--- src/design/pksm_fifo.sv ---
module pksm_fifo #(
    parameter int WIDTH = 8,
    parameter int DEPTH = 4
) (
    input  logic                            clk,
    input  logic                            rst_n,
    input  logic                            push,
    input  logic [WIDTH-1:0]                wr_data,
    input  logic                            pop,
    output logic [WIDTH-1:0]                rd_data,
    output logic                            full,
    output logic                            empty,
    output logic [$clog2(DEPTH+1)-1:0]      count
);

    localparam int PTR_W = $clog2(DEPTH > 1 ? DEPTH : 2);
    localparam int CNT_W = $clog2(DEPTH + 1);

    logic [WIDTH-1:0] mem_reg [DEPTH];
    logic [PTR_W-1:0] wr_ptr_reg;
    logic [PTR_W-1:0] rd_ptr_reg;
    logic [CNT_W-1:0] count_reg;
    logic             wr_en;
    logic             rd_en;

    assign wr_en = push && !full;
    assign rd_en = pop && !empty;

    always_ff @(posedge clk)
    begin
        if (wr_en)
        begin
            mem_reg[wr_ptr_reg] <= wr_data;
        end
    end

    always_ff @(posedge clk or negedge rst_n)
    begin
        if (!rst_n)
        begin
            wr_ptr_reg <= '0;
            rd_ptr_reg <= '0;
            count_reg  <= '0;
        end
        else
        begin
            if (wr_en)
            begin
                wr_ptr_reg <= (wr_ptr_reg == PTR_W'(DEPTH - 1)) ? '0 : wr_ptr_reg + 1'b1;
            end
            if (rd_en)
            begin
                rd_ptr_reg <= (rd_ptr_reg == PTR_W'(DEPTH - 1)) ? '0 : rd_ptr_reg + 1'b1;
            end
            if (wr_en && !rd_en)
            begin
                count_reg <= count_reg + 1'b1;
            end
            else if (rd_en && !wr_en)
            begin
                count_reg <= count_reg - 1'b1;
            end
        end
    end

    assign rd_data = mem_reg[rd_ptr_reg];
    assign full    = (count_reg == CNT_W'(DEPTH));
    assign empty   = (count_reg == '0);
    assign count   = count_reg;

endmodule

--- config.mk ---
export PLATFORM = sky130hd
export DESIGN_NAME = pksm_fifo
export DESIGN_NICKNAME = d
export VERILOG_FILES = /design/src/design/pksm_fifo.sv
export SDC_FILE = /design/constraint.sdc
export NUM_CORES = 1
export LEC_CHECK = 0
export BUFFER_PORTS_ARGS = -buffer_cell sky130_fd_sc_hd__buf_2
export CORE_UTILIZATION = 47
export CTS_BUF_LIST = sky130_fd_sc_hd__clkbuf_2
export CTS_CLUSTER_DIAMETER = 30
export CTS_CLUSTER_SIZE = 16
export DETAILED_ROUTE_END_ITERATION = 6
export HOLD_SLACK_MARGIN = 0.03
export PLACE_DENSITY = 0.68
export SYNTH_ARGS = -nofsm -noshare
export SYNTH_HDL_FRONTEND = slang
export SYNTH_SLANG_ARGS = --single-unit
export TNS_END_PERCENT = 50
--- constraint.sdc ---
create_clock -name clk -period 2.6 [get_ports clk]
set_clock_uncertainty 0.1 [all_clocks]
set_input_delay 0.52 -clock clk [delete_from_list [all_inputs] [get_ports clk]]
set_output_delay 0.52 -clock clk [all_outputs]
set_load 0.01 [all_outputs]
==> key figures <==
Power and ir drop
  • Power Density: 1046 nW/um^2
  • Leakage: 0.7135 nW
  • VDD IR max: 476.9 uV

Drt
  • Avg WL per Cell: 15.04 um
  • Starting DRC count in detailed routing: 20
  • Antenna violation net count after detailed routing: 0
  • Final wirelength: 2331 um
  • DRC: 0
  • 1st-pass router iterations: 3
  • Via Count: 768
  • Via/cell ratio: 4.955

Layout
  • Post-route design area: 1844 sq um
  • Share of layout cells above drive strength 1: 48.65%
  • Area Overhead vs Synth: 13.91%
  • Multi-input gate area: 462.9 sq um
  • Max FFs per register: 32
  • Diode count: 0
  • Final nets: 129
  • # fillers: 256
  • Storage element area: 1137 sq um

Yosys
  • Mean Syn Cell Area: 20.49 sq um
  • Synthesis warning total: 0
  • Synth unique cells: 19
  • Cell count after synthesis: 79
  • Syn Std Cell Area: 1619 sq um
  • Syn Nets: 98
  • Seq/Total Area, Yosys: 70.17%
  • Register bit count reported by yosys: 39

Die
  • Io pins: 25
  • Chip Width: 60.69 um
  • Full die area: 3683 sq um
  • Core region area: 3153 sq um
  • Chip height: 60.69 um
  • Initial core utilization: 51.35%
  • # rows: 20

Placement
  • GPL Wtd Cong: 0.6713
  • Placement-stage cell area: 1793 sq um
  • Post-detail-place hpwl: 1634 um
  • Port Buffers: 24

Min path
  • HP Start: wr_data[1]
  • Worst Hold Class: in2reg

Setup path
  • CP arrival: 1.66 ns
  • Crit path from: rd_ptr_reg[0]
  • Worst EP required: 1.98 ns
  • CP Max Fanout: 11
  • Critical Path End Type: output pin
  • CP Class: reg2out
  • Crit-path max cell delay: 0.60 ns
  • CP max-delay cell: dfrtp_2
  • Critical Path, Cell by Cell: mux4_2, buf_2
  • Reg2reg start: count[0]
  • Startpoint Class: register

STA
  • Setup TNS: 0 ns
  • Fin. max-slew vios: 0
  • Fmax: 438.5 MHz
  • Slew HR: 71.48%
  • Final Critical Period: 2.281 ns
  • Final hold violations: 0
  • Final Cycle Share: 87.72%
  • RSZ-0062 raised after global routing: false
  • Worst Max-Slew Pin Slew: 0.4278 ns
  • Setup Viol. Count Final: 0

Clock network
  • CTS Sinks: 39
  • CTS Buf Count: 5
  • Clock Root Buffer: clkbuf_2
  • Clock latency on the worst-skew pair: 0.35 ns
  • Max Buffers Root-to-Sink: 2
  • H-Tree Depth: 2
  • CTS tree: built
  • Worst-path clk slew: 0.18 ns
  • Post-CTS Repair Setup Buffers: 0

Global route
  • Total gr overflow: 0
  • Largest net degree at the start of global routing: 12
  • Initial antenna violation count: 0
  • First-pass GRT wire length: 3739 um
  • Gr usage total: 15.25%
  • Vias in the first global route: 790

Status
  • Status: complete, no violations

Run
  • Max Cap Viol: 0
worst max-delay path: cells and delay by family, from the launching register on:
family	cells	cell delay, ns
mux	1	0.55
buf+inv	1	0.15
flops	1	0.60
cells in the final DEF (no fill, tap or decap):
cell type and n:
nor3b_4 1, dfrtp_1 6, fa_1 1, mux2_4 2, nor2b_4 1, dlygate4sd3_1 1, and2_2 3, inv_1 3
edfxtp_1 32, buf_4 1, xnor2_1 1, nor3_2 1, nor2_1 4, buf_2 24, clkbuf_2 7, xor2_1 2
dfrtp_2 1, nand2b_4 1, ha_1 6, clkinv_2 1, mux4_2 8, mux2_2 3, nand2_1 1
cell families (layout without fill, tap and decap cells):
logic type	count (synthesis)	count (layout)	share of synthesized area (%)
xor gates and xnor gates	3	3	1.623
adders and majority gates	7	7	5.873
buffers and inverters	5	37	1.236
DFF	39	39	70.17
muxes	13	13	15.07
and+or+nand+nor	12	12	6.027
area by class of cell:
| class | instances | share of cell area, % |
|---|---|---|
| clock inverter | 1 | 0.2714 |
| clock buffer | 7 | 1.900 |
| inverter | 3 | 0.6106 |
| multi-input combinational | 35 | 25.10 |
| tap | 44 | 2.985 |
| timing repair buffer | 26 | 7.463 |
| sequential | 39 | 61.67 |
where the power goes:
group	total [W]	internal [W]	switching, W
logic	0.000678	0.000387	0.000292
clock network	0.000249	0.0000737	0.000175
registers	0.00100	0.000845	0.000157
total	0.00193	0.00131	0.000624
through the flow:
step	power (W)	utilization [%]	instances	setup slack, ns	hold WS, ns
after floorplan	0.001484	-	79	0.4875	0.1244
after global placement	0.001695	56.87	146	0.5275	0.2667
after detailed placement	0.001713	56.87	146	0.5126	0.2698
after CTS	0.001963	58.45	155	0.06722	0.2409
after global routing	0.002070	58.49	155	0.1855	0.2344
final	0.001929	58.49	155	0.3193	0.2697
routing by layer:
layer / GRT usage (%) / wire length [um] / share of wire, % / vias to the layer above
met1: 19.07 / 1039 / 45 / 381
met3: 4.264 / 77 / 3.3 / 2
met2: 24.18 / 1190 / 51 / 18
li1: - / - / - / 367
met4: 8.442 / 24 / 1.0 / 0
met5: 0 / 0 / 0 / -
synth_stat cells, drive strengths merged:
cell type	n	area [sq um]
and2	3	22.52
buf	1	5.000
clkbuf	1	3.750
dfrtp	7	175.2
edfxtp	32	960.9
fa	1	20.02
ha	6	75.07
inv	3	11.26
mux2	5	63.81
mux4	8	180.2
nand2	1	3.750
nand2b	1	13.76
nor2	4	15.01
nor2b	1	13.76
nor3	1	10.01
nor3b	1	18.77
xnor2	1	8.760
xor2	2	17.52
path summary, 6_finish.rpt:
check / to / cells after the start / slack [ns]
worst min-delay path: mem_reg[0][1] / 1 / 0.27
max in group asynchronous: rd_ptr_reg[1] / 2 / 1.84
worst max-delay path: rd_data[1] / 2 / 0.32
min in group asynchronous: count[2] / 2 / 0.39
worst min register to register: count[2] / 1 / 0.44
worst max register to register: count[2] / 8 / 0.51
repair_timing:
item / CTS / global route
endpoints found under the hold margin: 7 / 0
endpoints found under the setup margin: 0 / 8
hold buffers: 1 / 0
gates resized for setup: 0 / 1
(Power assumes the default switching activity.)
