### src/design/pksm_pkg.sv
package pksm_pkg;

    localparam int KEY_IDX_W = 7;
    localparam int SAMPLE_W  = 16;
    localparam int GAIN_W    = 21;
    localparam int DECAY_W   = 16;
    localparam int SUM_W     = 24;
    localparam int TALLY_W   = 7;
    localparam int PROD_W    = SAMPLE_W + GAIN_W + 1;
    localparam int SCALED_W  = PROD_W - 20;
    localparam int SCALE_SHIFT = 20;

    localparam logic REQ_SCAN  = 1'b0;
    localparam logic REQ_VOICE = 1'b1;

    localparam logic RES_STATUS = 1'b0;
    localparam logic RES_FRAME  = 1'b1;

    localparam logic REG_DECAY_STEP = 1'b0;
    localparam logic REG_GAIN_FLOOR = 1'b1;

    localparam logic [DECAY_W-1:0] DECAY_STEP_RESET = 16'd52;
    localparam logic [GAIN_W-1:0]  GAIN_FLOOR_RESET = 21'd10486;
    localparam logic [GAIN_W-1:0]  GAIN_ONE         = 21'd1048576;

    localparam logic signed [PROD_W-1:0] ROUND_BIAS = PROD_W'((1 << SCALE_SHIFT) - 1);
    localparam logic signed [SUM_W:0]    SUM_MAX    = (SUM_W+1)'(8388607);
    localparam logic signed [SUM_W:0]    SUM_MIN    = -(SUM_W+1)'(8388608);
    localparam logic [TALLY_W-1:0]       TALLY_MAX  = 7'd127;
    localparam logic signed [SUM_W-1:0]  OUT_HIGH   = SUM_W'(32767);
    localparam logic signed [SUM_W-1:0]  OUT_LOW    = -SUM_W'(32767);

    typedef enum logic [2:0] {
        NOTE_IDLE    = 3'b001,
        NOTE_HELD    = 3'b010,
        NOTE_SUSTAIN = 3'b100
    } note_t;

    typedef enum logic [2:0] {
        HIST_NONE    = 3'b001,
        HIST_PRESSED = 3'b010,
        HIST_ARMED   = 3'b100
    } hist_t;

    typedef struct packed {
        note_t              state;
        hist_t              hist;
        logic [GAIN_W-1:0]  gain;
    } note_rec_t;

    localparam note_rec_t REC_RESET = '{state: NOTE_IDLE, hist: HIST_NONE, gain: '0};

    typedef struct packed {
        logic                       kind;
        logic                       key_ok;
        logic [KEY_IDX_W-1:0]       key;
        logic                       key_down;
        logic signed [SAMPLE_W-1:0] sample;
        logic                       last;
    } item_t;

    typedef struct packed {
        logic                       kind;
        logic                       active;
        logic                       restart;
        logic signed [SAMPLE_W-1:0] mixed;
        logic [TALLY_W-1:0]         count;
    } res_t;

endpackage

### src/design/pksm_fifo.sv
module pksm_fifo #(
    parameter int WIDTH = 8,
    parameter int DEPTH = 4
) (
    input  logic                            clk,
    input  logic                            rst_n,
    input  logic                            push,
    input  logic [WIDTH-1:0]                wr_data,
    input  logic                            pop,
    output logic [WIDTH-1:0]                rd_data,
    output logic                            full,
    output logic                            empty,
    output logic [$clog2(DEPTH+1)-1:0]      count
);

    localparam int PTR_W = $clog2(DEPTH > 1 ? DEPTH : 2);
    localparam int CNT_W = $clog2(DEPTH + 1);

    logic [WIDTH-1:0] mem_reg [DEPTH];
    logic [PTR_W-1:0] wr_ptr_reg;
    logic [PTR_W-1:0] rd_ptr_reg;
    logic [CNT_W-1:0] count_reg;
    logic             wr_en;
    logic             rd_en;

    assign wr_en = push && !full;
    assign rd_en = pop && !empty;

    always_ff @(posedge clk)
    begin
        if (wr_en)
        begin
            mem_reg[wr_ptr_reg] <= wr_data;
        end
    end

    always_ff @(posedge clk or negedge rst_n)
    begin
        if (!rst_n)
        begin
            wr_ptr_reg <= '0;
            rd_ptr_reg <= '0;
            count_reg  <= '0;
        end
        else
        begin
            if (wr_en)
            begin
                wr_ptr_reg <= (wr_ptr_reg == PTR_W'(DEPTH - 1)) ? '0 : wr_ptr_reg + 1'b1;
            end
            if (rd_en)
            begin
                rd_ptr_reg <= (rd_ptr_reg == PTR_W'(DEPTH - 1)) ? '0 : rd_ptr_reg + 1'b1;
            end
            if (wr_en && !rd_en)
            begin
                count_reg <= count_reg + 1'b1;
            end
            else if (rd_en && !wr_en)
            begin
                count_reg <= count_reg - 1'b1;
            end
        end
    end

    assign rd_data = mem_reg[rd_ptr_reg];
    assign full    = (count_reg == CNT_W'(DEPTH));
    assign empty   = (count_reg == '0);
    assign count   = count_reg;

endmodule

### src/design/pksm_front.sv
module pksm_front
    import pksm_pkg::*;
#(
    parameter int NUM_KEYS    = 88,
    parameter int QUEUE_DEPTH = 4
) (
    input  logic                        clk,
    input  logic                        rst_n,
    input  logic                        push,
    output logic                        full,
    input  logic                        req_type,
    input  logic [KEY_IDX_W-1:0]        key_index,
    input  logic                        key_down,
    input  logic signed [SAMPLE_W-1:0]  voice_sample,
    input  logic                        last_voice,
    input  logic                        q_pop,
    output logic                        q_empty,
    output item_t                       q_item
);

    item_t in_item;

    // range check and packing of the incoming item
    always_comb
    begin
        in_item.kind     = req_type;
        in_item.key_ok   = ({1'b0, key_index} < (KEY_IDX_W+1)'(NUM_KEYS));
        in_item.key      = key_index;
        in_item.key_down = key_down;
        in_item.sample   = voice_sample;
        in_item.last     = last_voice;
    end

    pksm_fifo #(
        .WIDTH ($bits(item_t)),
        .DEPTH (QUEUE_DEPTH)
    ) u_item_queue (
        .clk     (clk),
        .rst_n   (rst_n),
        .push    (push),
        .wr_data (in_item),
        .pop     (q_pop),
        .rd_data (q_item),
        .full    (full),
        .empty   (q_empty),
        .count   ()
    );

endmodule

### config.mk
export PLATFORM = sky130hd
export DESIGN_NAME = pksm_front
export DESIGN_NICKNAME = d
export VERILOG_FILES = /design/src/design/pksm_pkg.sv /design/src/design/pksm_fifo.sv /design/src/design/pksm_front.sv
export SDC_FILE = /design/constraint.sdc
export NUM_CORES = 1
export LEC_CHECK = 0
export BUFFER_PORTS_ARGS = -buffer_cell sky130_fd_sc_hd__buf_2
export CELL_PAD_IN_SITES_DETAIL_PLACEMENT = 1
export CELL_PAD_IN_SITES_GLOBAL_PLACEMENT = 2
export CORE_AREA = 8 8 121 123
export DETAILED_ROUTE_END_ITERATION = 10
export DIE_AREA = 0 0 129 131
export GPL_ROUTABILITY_DRIVEN = 0
export PLACE_DENSITY = 0.73
export SLEW_MARGIN = 20
export SYNTH_ARGS = -nofsm -noshare
export SYNTH_HDL_FRONTEND = slang
export SYNTH_SLANG_ARGS = --single-unit
### constraint.sdc
create_clock -name clk -period 4.2 [get_ports clk]
set_clock_uncertainty 0.2 [all_clocks]
set_input_delay 0.42 -clock clk [delete_from_list [all_inputs] [get_ports clk]]
set_output_delay 0.42 -clock clk [all_outputs]
set_load 0.005 [all_outputs]
==> results of run 1 <==
[per-layer routing]
layer / up-vias / global-route usage, % / part of all wire, %
met5: - / 0 / 0.11
met4: 2 / 5.60 / 1.9
met3: 13 / 4.30 / 6.1
met2: 59 / 16.5 / 49
met1: 1037 / 11.4 / 42
li1: 895 / - / -
[power by group through the flow]
stage / Combinational [mW] / Clock [mW] / Sequential, mW
3_3_place_gp: 0.897 / 0 / 1.73
2_1_floorplan: 0.667 / 0 / 1.61
4_1_cts: 0.922 / 1.53 / 1.73
3_5_place_dp: 0.921 / 0 / 1.75
5_1_grt: 0.975 / 1.57 / 1.76
6_report: 0.880 / 1.50 / 1.72
[area by class of cell]
cell class                 count  area (um^2)
timing repair buffer          60          308
inverter                       3         11.3
multi-input combinational     55          880
clock buffer                  18          429
tap                          176          220
clock inverter                13          190
sequential                   115         3420
fill                        1221         7410
[worst min-delay path by stage]
| stage | start | to | slack [ns] | cells past startpoint |
|---|---|---|---|---|
| finish | voice_sample[2] | u_item_queue.mem_reg[0][3]$_DFFE_PP_ | 0.03 | 1 |
| global route | voice_sample[2] | u_item_queue.mem_reg[0][3]$_DFFE_PP_ | 0.02 | 1 |
| CTS | voice_sample[2] | u_item_queue.mem_reg[0][3]$_DFFE_PP_ | 0.01 | 1 |
| detailed placement | rst_n | u_item_queue.count[2]$_DFFE_PN0P_ | 0.07 | 1 |
| global placement | rst_n | u_item_queue.count[2]$_DFFE_PN0P_ | 0.07 | 1 |
| floorplan | rst_n | u_item_queue.count[0]$_DFFE_PN0P_ | -0.08 | 0 |
[cells in the final DEF, fill, tap and decap left out, types with 2 or more instances in the layout]
cell / instances
clkinv_2: 5
buf_2: 58
clkinv_1: 2
bufinv_16: 5
inv_1: 3
nor2_1: 2
mux2_2: 2
edfxtp_1: 108
a21o_1: 2
xor2_1: 2
mux2_4: 2
clkbuf_16: 17
and2_2: 4
mux4_2: 27
ha_1: 6
nor3_1: 2
dfrtp_1: 6
[repair_timing]
item	4_1_cts	5_1_grt
resized for setup	0	0
hold endpoints to repair	7	0
hold buffers	1	0
[logic make-up after synthesis]
group,count (synthesis)
flops,115
buf+inv,10
fa+ha+maj,7
mux,31
simple gates,11
compound gates,3
xor+xnor,3
[metrics by stage]
stage	hold slack, ns	util [%]	worst slack [ns]
global placement	0.0746	37.5	1.69
finish	0.0343	42.4	1.51
detailed placement	0.0711	37.5	1.69
CTS	0.0139	42.4	1.25
floorplan	-0.0756	-	2.08
global route	0.0206	42.4	1.38
==> flow_summary.toml, run 1 <==
[power]
leakagePower_nw = 1.93
swShare_pct = 25.5
ir_worst_vdd_uv = 308
combPwrFrac_pct = 21.5
seq_power_share_pct = 41.9
total_power_mw = 4.09
p_clk_share_pct = 36.6
switching_power_mw = 1.04
powerDensity_nw_per_um2 = 750
p_int_mw = 3.05

[logic_synthesis]
ys_ff_latch = 115
synth_flop_cell = "edfxtp_1"
syn_inst = 180
synthSimpleGateAreaFrac_pct = 1.50
synthArstFlopShare_pct = 6.09
synth-adder-area-share_pct = 2.19
synth.area.mux_share_pct = 15.2
ys_types = 21
ys_seq_area_share_pct = 78.6
synth_nets = 217
yosys.area.top_type = "edfxtp_1"
yosys_warnings = 0
syn-cell-area_um2 = 4350
netlist.area_leader.share_pct = 74.6
syn_avg_cell_area_um2 = 24.2
synth.area.top_cells = "edfxtp_1 75%, mux4_2 14%, dfrtp_1 4.0%, ha_1 1.7%, mux2_4 0.69%"
synth_common_cells = "108 x edfxtp_1, 27 x mux4_2, 7 x dfrtp_1"
synth_top_family_by_area = "multiplexers"
synth_compound_area_share_pct = 0.633
synthMostInstantiatedCell = "edfxtp_1"
synth-xor-area-share_pct = 0.604
synth_edf_count = 108

[clock_network]
cts.sink_count = 115
cts_tree = "built"
clk_latency_ns = 0.40
cts-root-buf = "clkbuf_16"
cts_made_buffers = 17
cts_setup_buffers = 0
cts_buffer_depth = 2
cts.clk_slew.worst_paths_ns = 0.06
cts_max_level = 4

[timing]
final_max_slew_viol_count = 0
clock.fmax_mhz = 372
max_slew.worst_pin.slew_ns = 0.794
finalWorstPathRequiredPeriod_ns = 2.69
setup_violations = 0
rsz0062_at_grt = "no"
fin_crit_sh_pct = 64.0
hold_violations = 0
slew_headroom_pct = 47.1
setup_tns_ns = 0

[routing]
via_per_inst = 4.56
ant_nets = 0
drc_errors = 0
wirelength_mm = 8.10
dr.pass1.iters = 6
vias = 2006
drtIter0Drc = 64
post_drt_wl_per_cell_um = 18.4

[placement]
post-place-cells = 408
portBuffers = 58
placed_area_um2 = 4830
dp_hpwl_mm = 4.97

[setup_path]
r2r_cells = 8
crit_slowest_cell = "dfrtp_1"
cp.depth = 3
endpoint = "q_item[24]"
crit_arrival_ns = 2.07
r2r_end = "u_item_queue.count[2]$_DFFE_PN0P_"
end_kind = "output pin"
startpoint = "u_item_queue.rd_ptr_reg[1]$_DFFE_PN0P_"
critPathTopFamily = "flip-flops"
crit_buf_inv = 2
r2r_start = "u_item_queue.count[2]$_DFFE_PN0P_"
crit_chain = "buf_4, mux4_2, buf_2"
crit_fanout = 17
max_stage_delay_ns = 0.75
path_class = "reg -> out"
required_ns = 3.58
r2r_setup_slack_ns = 1.73
start_kind = "register"

[global_routing]
grt_usage_pct = 10.3
grt_pass1_vias = 2228
grt_pass1_wl_mm = 12.2
grt_max_degree = 31
grt.overflow.total = 0
antenna_found_initial = 1

[die]
die_w_um = 129
ioPinCount = 59
core_um2 = 12900
start_util_pct = 33.8
fp.dieH_um = 131
die-area_um2 = 16900
row_count = 42

[finish]
fin_area_um2 = 5460
instances_no_fill = 440
diodes = 0
area_growth_pct = 25.6
largest_register_ffs = 108
drive_gt1_share_pct = 47.3
final_nets = 289

[run]
maxCapViolations = 0

[outcome]
status = "complete, no violations"

[min_path]
hp-class = "in -> reg"
Note: power is estimated with default switching activity, not from simulation.
==> inputs of run 2 (changes only) <==
--- a/config.mk
+++ b/config.mk
@@ -12,7 +12,7 @@
 export DETAILED_ROUTE_END_ITERATION = 10
 export DIE_AREA = 0 0 129 131
 export GPL_ROUTABILITY_DRIVEN = 0
-export PLACE_DENSITY = 0.73
+export PLACE_DENSITY = 0.76
 export SLEW_MARGIN = 20
 export SYNTH_ARGS = -nofsm -noshare
 export SYNTH_HDL_FRONTEND = slang
==> constraint.sdc (replaced) <==
create_clock -name clk -period 2.2 [get_ports clk]
set_clock_uncertainty 0.2 [all_clocks]
set_input_delay 0.22 -clock clk [delete_from_list [all_inputs] [get_ports clk]]
set_output_delay 0.22 -clock clk [all_outputs]
set_load 0.005 [all_outputs]
==> flow_summary.toml, run 2 (synthesized netlist as in run 1, its figures left out) <==
[setup_path]
startpoint = "u_item_queue.rd_ptr_reg[0]$_DFFE_PN0P_"
r2r_end = "u_item_queue.count[2]$_DFFE_PN0P_"
critPathTopFamily = "multiplexers"
crit_fanout = 14
required_ns = 1.78
r2r_setup_slack_ns = 0.14
cp.depth = 3
end_kind = "output pin"
crit_buf_inv = 2
endpoint = "q_item[13]"
r2r_start = "u_item_queue.count[2]$_DFFE_PN0P_"
r2r_cells = 8
crit_chain = "buf_12, mux4_2, buf_6"
path_class = "reg -> out"
max_stage_delay_ns = 0.54
crit_slowest_cell = "mux4_2"
start_kind = "register"
crit_arrival_ns = 1.70

[timing]
slew_headroom_pct = 79.3
setup_violations = 0
max_slew.worst_pin.slew_ns = 0.311
hold_violations = 0
fin_crit_sh_pct = 96.4
setup_tns_ns = 0
final_max_slew_viol_count = 0
setup_slack_ns = 0.0783
clock.fmax_mhz = 471
whs_ns = 0.00928
finalWorstPathRequiredPeriod_ns = 2.12
rsz0062_at_grt = "yes"

[clock_network]
cts.sink_count = 115
cts_buffer_depth = 2
cts_max_level = 4
cts_made_buffers = 17
cts_tree = "built"
cts-root-buf = "clkbuf_16"
cts.clk_slew.worst_paths_ns = 0.05
clk_latency_ns = 0.40

[die]
start_util_pct = 33.8
die-area_um2 = 16900
fp.dieH_um = 131
die_w_um = 129
ioPinCount = 59
row_count = 42
core_um2 = 12900

[global_routing]
grt_pass1_wl_mm = 13.3
grt_pass1_vias = 2467
antenna_found_initial = 0
grt_max_degree = 20
grt.overflow.total = 0
grt_usage_pct = 10.9

[power]
seq_power_share_pct = 40.3
switching_power_mw = 2.01
total_power_mw = 7.79
swShare_pct = 25.8
p_clk_share_pct = 31.4
powerDensity_nw_per_um2 = 1330
ir_worst_vdd_uv = 597
p_int_mw = 5.77
leakagePower_nw = 2.10
combPwrFrac_pct = 28.3

[routing]
ant_nets = 0
vias = 2137
drc_errors = 0
via_per_inst = 4.41
wirelength_mm = 8.27
dr.pass1.iters = 4
post_drt_wl_per_cell_um = 17.0
drtIter0Drc = 93

[finish]
largest_register_ffs = 108
area_growth_pct = 34.6
fin_area_um2 = 5850
fillers = 1206
diodes = 0
layout_common_cells = "108 x edfxtp_1, 55 x buf_2, 27 x mux4_2, 27 x dlygate4sd3_1"
final_nets = 334
drive_gt1_share_pct = 46.6
final_common_cell = "edfxtp_1"

[outcome]
status = "complete, no violations"

[min_path]
hp-class = "in -> async"

[placement]
dp_worst_setup_slack_ns = -0.0152
placed_area_um2 = 4960
portBuffers = 58
dp_hpwl_mm = 5.39

[run]
maxCapViolations = 0
run 2: changes by cell type in the layout (fill, tap and decap cells not counted), moves of 4 or more:
| cell | before | now |
|---|---|---|
| dfrtp_2 | 0 | 5 |
| dfrtp_1 | 6 | 2 |
| dlygate4sd3_1 | 1 | 27 |
| buf_4 | 1 | 17 |
| clkbuf_1 | 1 | 5 |
run 2: final cells by class:
| type | instances | area, um^2 | area share (%) |
|---|---|---|---|
| flip-flops and latches | 115 | 3420 | 58.5 |
| clock inverters | 9 | 88.8 | 1.52 |
| inverters | 3 | 11.3 | 0.192 |
| repair buffers | 105 | 767 | 13.1 |
| well taps | 176 | 220 | 3.76 |
| clock buffers | 22 | 444 | 7.59 |
| multi-input cells | 55 | 896 | 15.3 |
run 2: worst min-delay path by stage:
stage	start	end	slack [ns]	cells after the start
2_1_floorplan	rst_n	u_item_queue.count[0]$_DFFE_PN0P_	-0.28	0
3_3_place_gp	rst_n	u_item_queue.wr_ptr_reg[0]$_DFFE_PN0P_	-0.13	1
4_1_cts	rst_n	u_item_queue.count[2]$_DFFE_PN0P_	0.01	2
6_report	rst_n	u_item_queue.count[0]$_DFFE_PN0P_	0.009	2
3_5_place_dp	rst_n	u_item_queue.wr_ptr_reg[0]$_DFFE_PN0P_	-0.13	1
5_1_grt	rst_n	u_item_queue.wr_ptr_reg[0]$_DFFE_PN0P_	0.02	2
run 2: per-layer routing:
layer | share of wire [%] | track usage, % | wire length [um]
met1 | 42 | 12.0 | 3470
met2 | 51 | 18.2 | 4230
met3 | 5.5 | 4.67 | 454
met4 | 1.5 | 4.56 | 121
met5 | 0 | 0 | 0
run 2: per-stage QoR:
stage	util (%)	cells
final	45.5	485
after detailed placement	38.5	420
after global placement	38.5	420
after CTS	44.9	480
after global routing	45.5	485
after floorplan	-	180
run 2: power groups by stage:
stage,logic (mW),registers [mW],clock network [mW]
after CTS,2.18,3.14,2.51
final,2.20,3.14,2.45
after detailed placement,2.07,3.20,0
after global placement,2.04,3.16,0
after floorplan,1.27,3.07,0
after global routing,2.45,3.18,2.61
run 2: worst register-to-register path: stages (launching register included):
cell and delay (ns):
dfrtp_2 0.43, nor3b_2 0.18, nor2b_2 0.15, ha_2 0.19, inv_1 0.05, fa_2 0.33
xor2_1 0.15, nor2_1 0.12, xor2_1 0.16
run 2: timing repair:
action | 4_1_cts | 5_1_grt
endpoints found under the setup margin | 23 | 6
pin swaps | 0 | 4
endpoints found under the hold margin | 115 | 0
hold buffers | 27 | 0
gates resized for setup | 1 | 9
setup buffers | 2 | 5
==> inputs of run 3 (changes only) <==
--- a/config.mk
+++ b/config.mk
@@ -8,11 +8,11 @@
 export BUFFER_PORTS_ARGS = -buffer_cell sky130_fd_sc_hd__buf_2
 export CELL_PAD_IN_SITES_DETAIL_PLACEMENT = 1
 export CELL_PAD_IN_SITES_GLOBAL_PLACEMENT = 2
-export CORE_AREA = 8 8 121 123
+export CORE_AREA = 8 8 130 132
 export DETAILED_ROUTE_END_ITERATION = 10
-export DIE_AREA = 0 0 129 131
+export DIE_AREA = 0 0 138 140
 export GPL_ROUTABILITY_DRIVEN = 0
-export PLACE_DENSITY = 0.76
+export PLACE_DENSITY = 0.68
 export SLEW_MARGIN = 20
 export SYNTH_ARGS = -nofsm -noshare
 export SYNTH_HDL_FRONTEND = slang
==> flow_summary.toml, run 3 (synthesized netlist as in run 1, its figures left out) <==
[timing]
clock.fmax_mhz = 478
setup_violations = 0
fin_crit_sh_pct = 95.2
slew_headroom_pct = 77.1
whs_ns = 0.0507
setup_tns_ns = 0
hold_violations = 0
max_slew.worst_pin.slew_ns = 0.342
finalWorstPathRequiredPeriod_ns = 2.09
final_max_slew_viol_count = 0
setup_slack_ns = 0.106
rsz0062_at_grt = "no"

[die]
ioPinCount = 59
core_um2 = 14900
row_count = 45
die-area_um2 = 19300
fp.dieH_um = 140
start_util_pct = 29.3
die_w_um = 138

[routing]
post_drt_wl_per_cell_um = 17.9
vias = 2153
drtIter0Drc = 93
wirelength_mm = 8.82
via_per_inst = 4.37
drc_errors = 0
ant_nets = 0
dr.pass1.iters = 4

[placement]
dp_worst_setup_slack_ns = 0.0506
dp_hpwl_mm = 5.71
portBuffers = 58
placed_area_um2 = 4990

[global_routing]
grt.overflow.total = 0
antenna_found_initial = 0
grt_pass1_wl_mm = 14.2
grt_max_degree = 18
grt_pass1_vias = 2552
grt_usage_pct = 9.72

[setup_path]
crit_buf_inv = 2
crit_arrival_ns = 1.67
crit_chain = "buf_12, mux4_2, buf_2"
max_stage_delay_ns = 0.53
end_kind = "output pin"
start_kind = "register"
crit_fanout = 16
r2r_setup_slack_ns = 0.13
crit_slowest_cell = "mux4_2"
required_ns = 1.78
path_class = "reg -> out"
critPathTopFamily = "multiplexers"

[power]
powerDensity_nw_per_um2 = 1330
ir_worst_vdd_uv = 529
leakagePower_nw = 2.09

[clock_network]
cts-root-buf = "clkbuf_16"
cts.clk_slew.worst_paths_ns = 0.05
cts_buffer_depth = 2
cts.sink_count = 115
cts_made_buffers = 17
cts_tree = "built"
cts_max_level = 4
clk_latency_ns = 0.40

[min_path]
hp-class = "in -> reg"

[finish]
final_util_pct = 39.3
diodes = 0
final_common_cell = "edfxtp_1"
largest_register_ffs = 108
fillers = 1471
area_growth_pct = 34.4
final_nets = 330
layout_common_cells = "108 x edfxtp_1, 58 x buf_2, 28 x dlygate4sd3_1, 27 x mux4_2, 17 x clkbuf_16"
drive_gt1_share_pct = 46.6
fin_area_um2 = 5840

[run]
maxCapViolations = 0

[outcome]
status = "complete, no violations"
-- run 3: cell count changes in the layout (fill, tap and decap cells not counted), sizes merged --
cell / change
clkbuf: -3
buf: -5
clkinvlp: +2
dlygate4sd3: +1
clkinv: +1
-- run 3: worst paths after layout --
| check | cells past startpoint | start | to |
|---|---|---|---|
| max | 3 | u_item_queue.rd_ptr_reg[0]$_DFFE_PN0P_ | q_item[10] |
| min | 4 | q_pop | u_item_queue.rd_ptr_reg[0]$_DFFE_PN0P_ |
| max reg2reg | 8 | u_item_queue.count[2]$_DFFE_PN0P_ | u_item_queue.count[2]$_DFFE_PN0P_ |
| min reg2reg | 1 | u_item_queue.count[2]$_DFFE_PN0P_ | u_item_queue.count[2]$_DFFE_PN0P_ |
| max in group asynchronous | 3 | rst_n | u_item_queue.rd_ptr_reg[0]$_DFFE_PN0P_ |
| min in group asynchronous | 3 | rst_n | u_item_queue.wr_ptr_reg[1]$_DFFE_PN0P_ |
-- run 3: tightest hold or removal path, stage by stage --
cell     delay, ns
buf_2         0.12
o31ai_4       0.05
buf_4         0.12
a21o_1        0.10
-- run 3: what timing repair did --
action	in CTS	in global routing
buffers inserted	0	1
endpoints found under the hold margin	115	0
endpoints found under the setup margin	0	1
resized for setup	0	5
hold buffers	28	0
-- run 3: final cells by class --
type                    instances  area [um^2]  share of cell area, %
flip-flops and latches        115         3420                   58.6
multi-input cells              55          893                   15.3
repair buffers                101          733                   12.5
clock buffers                  19          433                   7.41
well taps                     188          235                   4.02
clock inverters                12          116                   1.99
inverters                       3         11.3                  0.193
-- run 3: per-layer routing --
layer	up-vias	part of all wire [%]	global-route usage, %
met3	10	4.6	4.16
met1	1129	41	10.3
li1	975	-	-
met4	0	1.2	3.26
met5	-	0	0
met2	39	53	17.0
-- run 3: power breakdown --
part / switching, mW / internal [mW]
Combinational: 1.01 / 1.14
Sequential: 0.178 / 2.91
Clock: 0.886 / 1.64
-- run 3: stage by stage --
stage               std cells  power (mW)
floorplan                 180        4.34
global placement          433        5.24
detailed placement        433        5.32
CTS                       492        7.93
global route              493        8.22
finish                    493        7.77
